## config.mk

```make
export PLATFORM = sky130hd
export DESIGN_NAME = lfd_kv_interp
export DESIGN_NICKNAME = d
export VERILOG_FILES = /design/src/sv/lfd_pkg.sv /design/src/sv/lfd_kv_interp.sv
export SDC_FILE = /design/constraint.sdc
export NUM_CORES = 2
export LEC_CHECK = 0
export BUFFER_PORTS_ARGS = -buffer_cell sky130_fd_sc_hd__buf_2
export CAP_MARGIN = 20
export CORE_MARGIN = 4
export CORE_UTILIZATION = 30
export CTS_CLUSTER_SIZE = 16
export DETAILED_ROUTE_END_ITERATION = 6
export GPL_TIMING_DRIVEN = 0
export MAX_ROUTING_LAYER = met4
export SYNTH_ARGS = -nofsm -noshare
export SYNTH_HDL_FRONTEND = slang
export SYNTH_SLANG_ARGS = --single-unit
```

## constraint.sdc

```tcl
create_clock -name clk -period 17.58 [get_ports clk]
set_input_delay 3.516 -clock clk [delete_from_list [all_inputs] [get_ports clk]]
set_output_delay 3.516 -clock clk [all_outputs]
set_load 0.01 [all_outputs]
```

## src/sv/lfd_pkg.sv

```systemverilog
// Shared types, constants and valve loss tables for the lock flow derivative unit.
// Depends on nothing; imported by every module of the block.
`timescale 1ns / 1ps
`default_nettype none

package lfd_pkg;

  localparam int FRAC         = 16;
  localparam int TABLE_POINTS = 18;
  localparam int LAST_SEG     = TABLE_POINTS - 1;
  localparam int SEG_W        = $clog2(TABLE_POINTS);

  localparam int REG_W     = 31;
  localparam int REG_IDX_W = 3;
  localparam int LEVEL_W   = 32;
  localparam int IN_DATA_W  = 128;
  localparam int OUT_DATA_W = 96;

  localparam int FRONT_STAGES = 2;
  localparam int KV_STAGES    = 5;
  localparam int LOSS_STAGES  = 7;
  localparam int PIPE_STAGES  = FRONT_STAGES + KV_STAGES + LOSS_STAGES;
  localparam int KV_OUT_STAGE = FRONT_STAGES + KV_STAGES - 1;

  localparam int T_PROD_W  = 2 * REG_W;
  localparam int PCT_RAW_W = T_PROD_W - FRAC;
  localparam int PCT_W     = $clog2((100 << FRAC) + 1);
  localparam int MAX_SEG_W = 20;
  localparam int D_W       = $clog2(MAX_SEG_W << (FRAC - 1));
  localparam int DEL_W     = 22;
  localparam int DM_W      = 40;
  localparam int N_W       = 40;
  localparam int X_W       = 37;
  localparam int KV_W      = 30;
  localparam int DRIVE_W   = 64 - FRAC;
  localparam int QQ_W      = 63 - FRAC;
  localparam int LOSS_W    = 63;

  localparam int KV_DIV  = 125;
  localparam int RECIP_W = 31;

  typedef enum logic [REG_IDX_W-1:0] {
    REG_UPPER_GAIN    = 3'd0,
    REG_LOWER_GAIN    = 3'd1,
    REG_HEAD_GAIN     = 3'd2,
    REG_PIPE_FRICTION = 3'd3,
    REG_LOSS_SCALE    = 3'd4,
    REG_ENTRY_LOSS    = 3'd5,
    REG_OPENING_RATE  = 3'd6
  } reg_idx_t;

  typedef struct packed {
    logic [LEVEL_W-1:0] upper_rate;
    logic [LEVEL_W-1:0] lower_rate;
    logic [DRIVE_W-1:0] drive;
    logic               q_neg;
    logic [QQ_W-1:0]    qq;
  } side_t;

  typedef logic [PCT_W-1:0]        bp_tab_t    [TABLE_POINTS];
  typedef logic signed [N_W-1:0]   base_tab_t  [TABLE_POINTS];
  typedef logic signed [DEL_W-1:0] del_tab_t   [TABLE_POINTS];
  typedef logic [2:0]              shift_tab_t [TABLE_POINTS];

  // breakpoints in half percent, valve loss in hundredths
  localparam int unsigned OPEN_HALF [TABLE_POINTS] = '{
    0, 5, 10, 15, 20, 25, 30, 35, 40, 60, 80, 100, 120, 140, 160, 180, 190, 200};
  localparam longint KV_HUND [TABLE_POINTS] = '{
    1000000, 284000, 73000, 33500, 18500, 11000, 7500, 5500, 4300,
    1700, 800, 400, 200, 100, 50, 26, 17, 11};

  function automatic bp_tab_t build_bp();
    bp_tab_t tab;
    for (int i = 0; i < TABLE_POINTS; i++) begin
      tab[i] = PCT_W'(longint'(OPEN_HALF[i]) << (FRAC - 1));
    end
    return tab;
  endfunction

  // kv_i * w * 2^F plus half the divisor 100 * w
  function automatic base_tab_t build_base();
    base_tab_t tab;
    longint    w;
    for (int i = 0; i < TABLE_POINTS; i++) begin
      if (i < LAST_SEG) begin
        w      = longint'(OPEN_HALF[i+1]) - longint'(OPEN_HALF[i]);
        tab[i] = N_W'(KV_HUND[i] * w * (longint'(1) << FRAC) + 50 * w);
      end else begin
        tab[i] = '0;
      end
    end
    return tab;
  endfunction

  function automatic del_tab_t build_del();
    del_tab_t tab;
    for (int i = 0; i < TABLE_POINTS; i++) begin
      if (i < LAST_SEG) begin
        tab[i] = DEL_W'(2 * (KV_HUND[i+1] - KV_HUND[i]));
      end else begin
        tab[i] = '0;
      end
    end
    return tab;
  endfunction

  // divisor 100*w = 125 * 2^shift
  function automatic shift_tab_t build_shift();
    shift_tab_t tab;
    longint     w;
    for (int i = 0; i < TABLE_POINTS; i++) begin
      if (i < LAST_SEG) begin
        w = longint'(OPEN_HALF[i+1]) - longint'(OPEN_HALF[i]);
        if (w == 20) begin
          tab[i] = 3'd4;
        end else if (w == 10) begin
          tab[i] = 3'd3;
        end else begin
          tab[i] = 3'd2;
        end
      end else begin
        tab[i] = 3'd2;
      end
    end
    return tab;
  endfunction

  localparam bp_tab_t    SEG_BP    = build_bp();
  localparam base_tab_t  SEG_BASE  = build_base();
  localparam del_tab_t   SEG_DEL   = build_del();
  localparam shift_tab_t SEG_SHIFT = build_shift();

  localparam logic [RECIP_W-1:0] RECIP = RECIP_W'((longint'(1) << X_W) / KV_DIV);
  localparam logic [KV_W-1:0] KV_FULL = KV_W'(((KV_HUND[LAST_SEG] << FRAC) + 50) / 100);
  localparam logic [KV_W-1:0] KV_MAX  = KV_W'(((KV_HUND[0] << FRAC) + 50) / 100);
  localparam logic [LOSS_W-1:0] LOSS_CAP = LOSS_W'(longint'(1) << 62);

  localparam logic signed [63:0] SAT_HI = 64'sd2147483647;
  localparam logic signed [63:0] SAT_LO = -64'sd2147483648;

  function automatic logic [LEVEL_W-1:0] sat32(input logic signed [63:0] x);
    logic [LEVEL_W-1:0] r;
    if (x > SAT_HI) begin
      r = 32'h7FFF_FFFF;
    end else if (x < SAT_LO) begin
      r = 32'h8000_0000;
    end else begin
      r = x[LEVEL_W-1:0];
    end
    return r;
  endfunction

endpackage

`default_nettype wire

```

## src/sv/lfd_kv_interp.sv

```systemverilog
// Valve loss interpolation: segment slope product, base add, divide by 125 by reciprocal.
// Depends on lfd_pkg.
`timescale 1ns / 1ps
`default_nettype none

module lfd_kv_interp (
  input  logic                           clk,
  input  logic [lfd_pkg::KV_STAGES-1:0]  stage_en,
  input  logic [lfd_pkg::PCT_W-1:0]      pct,
  input  logic [lfd_pkg::SEG_W-1:0]      seg,
  input  lfd_pkg::side_t                 side_in,
  output logic [lfd_pkg::KV_W-1:0]       kv,
  output lfd_pkg::side_t                 side_out
);
  import lfd_pkg::*;

  localparam int XL_W  = 18;
  localparam int XH_W  = X_W - XL_W;
  localparam int PH_W  = XH_W + RECIP_W;
  localparam int PL_W  = XL_W + RECIP_W;
  localparam int SUM_W = PH_W + XL_W;
  localparam int Q0_W  = SUM_W - X_W;

  side_t                  side_r [KV_STAGES];

  logic [PCT_W-1:0]       d_full_c;
  logic [D_W-1:0]         d_c;
  logic signed [DM_W-1:0] dm_c;
  logic signed [DM_W-1:0] dm_r;
  logic [SEG_W-1:0]       seg_a_r;

  logic signed [N_W-1:0]  n_c;
  logic [N_W-1:0]         n_u;
  logic [X_W-1:0]         x_c;
  logic [X_W-1:0]         x_b_r, x_c_r, x_d_r;
  logic                   last_b_r, last_c_r, last_d_r;

  logic [PH_W-1:0]        ph_c, ph_r;
  logic [PL_W-1:0]        pl_c, pl_r;
  logic [SUM_W-1:0]       sum_c;
  logic [Q0_W-1:0]        q0_r;

  logic [X_W:0]           q0_mul_c, rem_c;
  logic [Q0_W-1:0]        q_fix_c;
  logic [KV_W-1:0]        kv_c, kv_r;

  assign d_full_c = pct - SEG_BP[seg];
  assign d_c      = d_full_c[D_W-1:0];
  assign dm_c     = $signed({1'b0, d_c}) * SEG_DEL[seg];

  assign n_c = SEG_BASE[seg_a_r] + dm_r;
  assign n_u = n_c;
  assign x_c = X_W'(n_u >> SEG_SHIFT[seg_a_r]);

  assign ph_c = x_b_r[X_W-1:XL_W] * RECIP;
  assign pl_c = x_b_r[XL_W-1:0] * RECIP;

  assign sum_c = {ph_r, {XL_W{1'b0}}} + SUM_W'(pl_r);

  // estimate is low by at most one
  assign q0_mul_c = q0_r * (X_W + 1)'(KV_DIV);
  assign rem_c    = {1'b0, x_d_r} - q0_mul_c;
  assign q_fix_c  = (rem_c >= (X_W + 1)'(KV_DIV)) ? q0_r + Q0_W'(1) : q0_r;
  assign kv_c     = last_d_r ? KV_FULL : q_fix_c[KV_W-1:0];

  always_ff @(posedge clk) begin
    if (stage_en[0]) begin
      dm_r      <= dm_c;
      seg_a_r   <= seg;
      side_r[0] <= side_in;
    end
    if (stage_en[1]) begin
      x_b_r    <= x_c;
      last_b_r <= (seg_a_r == SEG_W'(LAST_SEG));
    end
    if (stage_en[2]) begin
      ph_r     <= ph_c;
      pl_r     <= pl_c;
      x_c_r    <= x_b_r;
      last_c_r <= last_b_r;
    end
    if (stage_en[3]) begin
      q0_r     <= sum_c[SUM_W-1:X_W];
      x_d_r    <= x_c_r;
      last_d_r <= last_c_r;
    end
    if (stage_en[4]) begin
      kv_r <= kv_c;
    end
    for (int i = 1; i < KV_STAGES; i++) begin
      if (stage_en[i]) side_r[i] <= side_r[i-1];
    end
  end

  assign kv       = kv_r;
  assign side_out = side_r[KV_STAGES-1];

endmodule

`default_nettype wire

```

==> impl_metrics.csv <==
group,metric,value,unit
floorplanning,starting_density_of_the_core,0.3016,
layout,drive_above_1_share,0.1125,
sta,fin_crit,13.32,ns
synthesis,synth_cell_types,92,
routing,drc,0,
global_routing,grt_use_total,0.1480,
synthesis,synth.ff_latch_count,1099,
layout,layout_common_cells,"inv_1 (1260), edfxtp_1 (1099), fa_1 (903)",
cts,clk_path_buf_depth,3,
setup_path,critical_path.max_stage_delay,1.00,ns
layout,post_layout_nonfiller_instances,10390,
sta,worst_setup_skew_after_layout,0.05017,ns
placement,placed_cells_incl_taps,10170,
setup_path,setup.reg_to_reg.worst_slack,9.35,ns
layout,flow.area_growth_from_synthesis,13.10,%
cts,numCtsBuffers,108,
placement,setup_slack_after_placement,3.558,ns
global_routing,grt-ovfl-total,0,
setup_path,crit_top_cell,"fa_1",
routing,drt-pass1-iter-count,7,
cts,number_of_gates_given_a_new_drive_strength_after_cts,0,
setup_path,crit_slowest_cell,"o41ai_1",
routing,drtAntennaViolNets,0,
synthesis,count_of_flip_flops_with_a_built_in_enable_after_synthesis,1099,
floorplanning,std_cell_rows,187,
synthesis,synth_nets,8100,
run,cap_violations,0,
setup_path,crit_arrival,13.86,ns
min_path,hold_path.class,"register to register",
cts,path_clk_slew,0.06,ns
cts,insertion_delay,0.74,ns
synthesis,syn-cell-area,78400,um2
placement,placement.io_buffers,380,
setup_path,cp-end-kind,"register",
cts,cts-root-buf,"clkbuf_16",
cts,cts-htree-levels,3,
sta,timing_hold_violations_final,0,
floorplanning,total_die_area,269600,um2
cts,clock-sinks,1099,
synthesis,synth-async-reset-ratio,0,
layout,final_core_util,0.3411,
min_path,worst_hold_startpoint,"side_r[0][507]$_DFFE_PP_",
sta,totalNegativeSetupSlack,0,ns
floorplanning,die_height,519.2,um
global_routing,first_global_vias,50050,
placement,detailed_place_hpwl,156900,um
routing,drt_initial_violations,2763,
synthesis,synth-main-ff-cell,"edfxtp_1",
layout,most_common_cell_after_layout_fill_and_taps_aside,"inv_1",
routing,routed_wl,195200,um
synthesis,yosys_warnings,0,
sta,finalWorstSetupSlack,4.257,ns
layout,nNetsFinal,8602,
routing,via_count,46840,
routing,wl_per_cell,18.79,um
sta,fmax,75.06,MHz
synthesis,postSynthCellCount,6285,
setup_path,critical_path.startpoint_type,"input pin",
global_routing,grt_antenna_before_repair,27,
placement,routabilityCongestion,0.9386,
floorplanning,dieWidth,519.2,um
routing,drt-vias-per-instance,4.510,
sta,final_worst_path_cycle_share,0.7579,
sta,final-max-slew-violation-count,0,
setup_path,crit_required,18.12,ns
setup_path,rr_startpoint,"x_b_r[7]$_DFFE_PP_",
global_routing,maximum_number_of_pins_on_one_net_before_global_route_repair,119,
sta,worst_pin_slew,1.181,ns
sta,maxSlewHeadroom,0.2021,
cts,cts_tree,"built",
outcome,status,"finished clean",
floorplanning,boundaryPins,384,
floorplanning,core_box_area,259900,um2
sta,finalSetupViolCount,0,
synthesis,syn-mean-instance-area,12.47,um2
sta,unrepaired_setup_endpoints_after_global_routing,"false",
synthesis,synth_seq_area_share,0.4209,
global_routing,wire_length_of_the_first_global_routing_pass,300900,um
setup_path,largest_fanout_of_any_net_on_the_critical_path,12,
cts,cts.hold.buffers_added,0,
cts,number_of_setup_buffers_added_after_cts,0,
setup_path,critPathKind,"input pin to register",
setup_path,crit_path_start,"seg[0]",
==> Yosys cell counts, drive strengths merged (15+ instances only) <==
cell	count	share of area
o21a	30	0.0029
a21oi	200	0.013
clkbuf	91	0.0044
o21bai	28	0.0027
a211oi	31	0.0030
or2	15	0.0012
o31ai	19	0.0019
nand2	394	0.019
nand3	66	0.0042
nor3	58	0.0038
inv	1261	0.060
fa	903	0.23
o21ai	109	0.0070
xor2	54	0.0060
and3	46	0.0037
mux2	22	0.0032
mux2i	50	0.0064
ha	718	0.11
nor4	20	0.0018
xnor2	139	0.016
a21o	83	0.0079
edfxtp	1099	0.42
a31oi	27	0.0022
buf	183	0.017
nand4	22	0.0018
nor2	292	0.014
or3	15	0.0012
nand2b	36	0.0029
and2	48	0.0038
nor2b	35	0.0028
==> through the flow <==
stage | instance area, um2 | hold WS [ns]
final | 88680 | 0.3793
after global routing | 88650 | 0.3810
after CTS | 88630 | 0.3718
after detailed placement | 84990 | 0.4045
after global placement | 84680 | 0.4002
after floorplan | 78400 | 0.4003
==> layout make-up <==
cell class / instances / area, um2
fillers: 25640 / 171300
plain buffers: 274 / 1653
multi-input cells: 3648 / 39010
flip-flops and latches: 1099 / 33000
diodes: 19 / 47.55
well taps: 3496 / 4374
repair buffers: 392 / 2203
clock buffers: 123 / 2759
inverters: 1264 / 4745
clock inverters: 72 / 883.3
==> layer usage <==
layer	vias to the layer above	routed length, um	global-route usage
li1	21650	-	-
met1	23740	84050	0.1855
met3	312	8909	0.01947
met4	0	6650	0.04622
met5	-	0	-
met2	1141	95560	0.2489
==> sequential cells by signal (all words and copies together) (netlist names) <==
| signal | cells |
|---|---|
| side_r | 800 |
| ph_r | 49 |
| dm_r | 39 |
| x_b_r | 37 |
| x_c_r | 37 |
| x_d_r | 37 |
| pl_r | 31 |
| q0_r | 31 |
| kv | 30 |
| seg_a_r | 5 |
| last_b_r | 1 |
| last_c_r | 1 |
| last_d_r | 1 |
==> worst max-delay path, delay by kind of cell <==
kind | cells | cell delay (ns)
and+or+nand+nor | 5 | 1.01
buffers and inverters | 8 | 2.44
AOI/OAI and AO/OA | 9 | 2.62
xor gates and xnor gates | 1 | 0.45
adders and majority gates | 9 | 3.81
==> cells by family after synthesis <==
group	Yosys count	share of synthesized area
AND/OR/NAND/NOR	1089	0.06439
XOR/XNOR	193	0.02156
adder cells (fa/ha/maj)	1621	0.3452
AO/OA/AOI/OAI	672	0.05654
multiplexers	73	0.009831
buffers and inverters	1538	0.08160
flip-flops	1099	0.4209
==> final timing paths <==
| check | to | depth (start not counted) |
|---|---|---|
| hold reg to reg | side_r[0][667]$_DFFE_PP_ | 0 |
| setup / recovery | dm_r[38]$_DFFE_PP_ | 32 |
| hold / removal | side_r[0][667]$_DFFE_PP_ | 0 |
| setup reg to reg | pl_r[47]$_DFFE_PP_ | 22 |
Power is left out: the tool's default activity adds up to more than one toggle a clock period on the data nets, which glitch-free logic cannot reach.
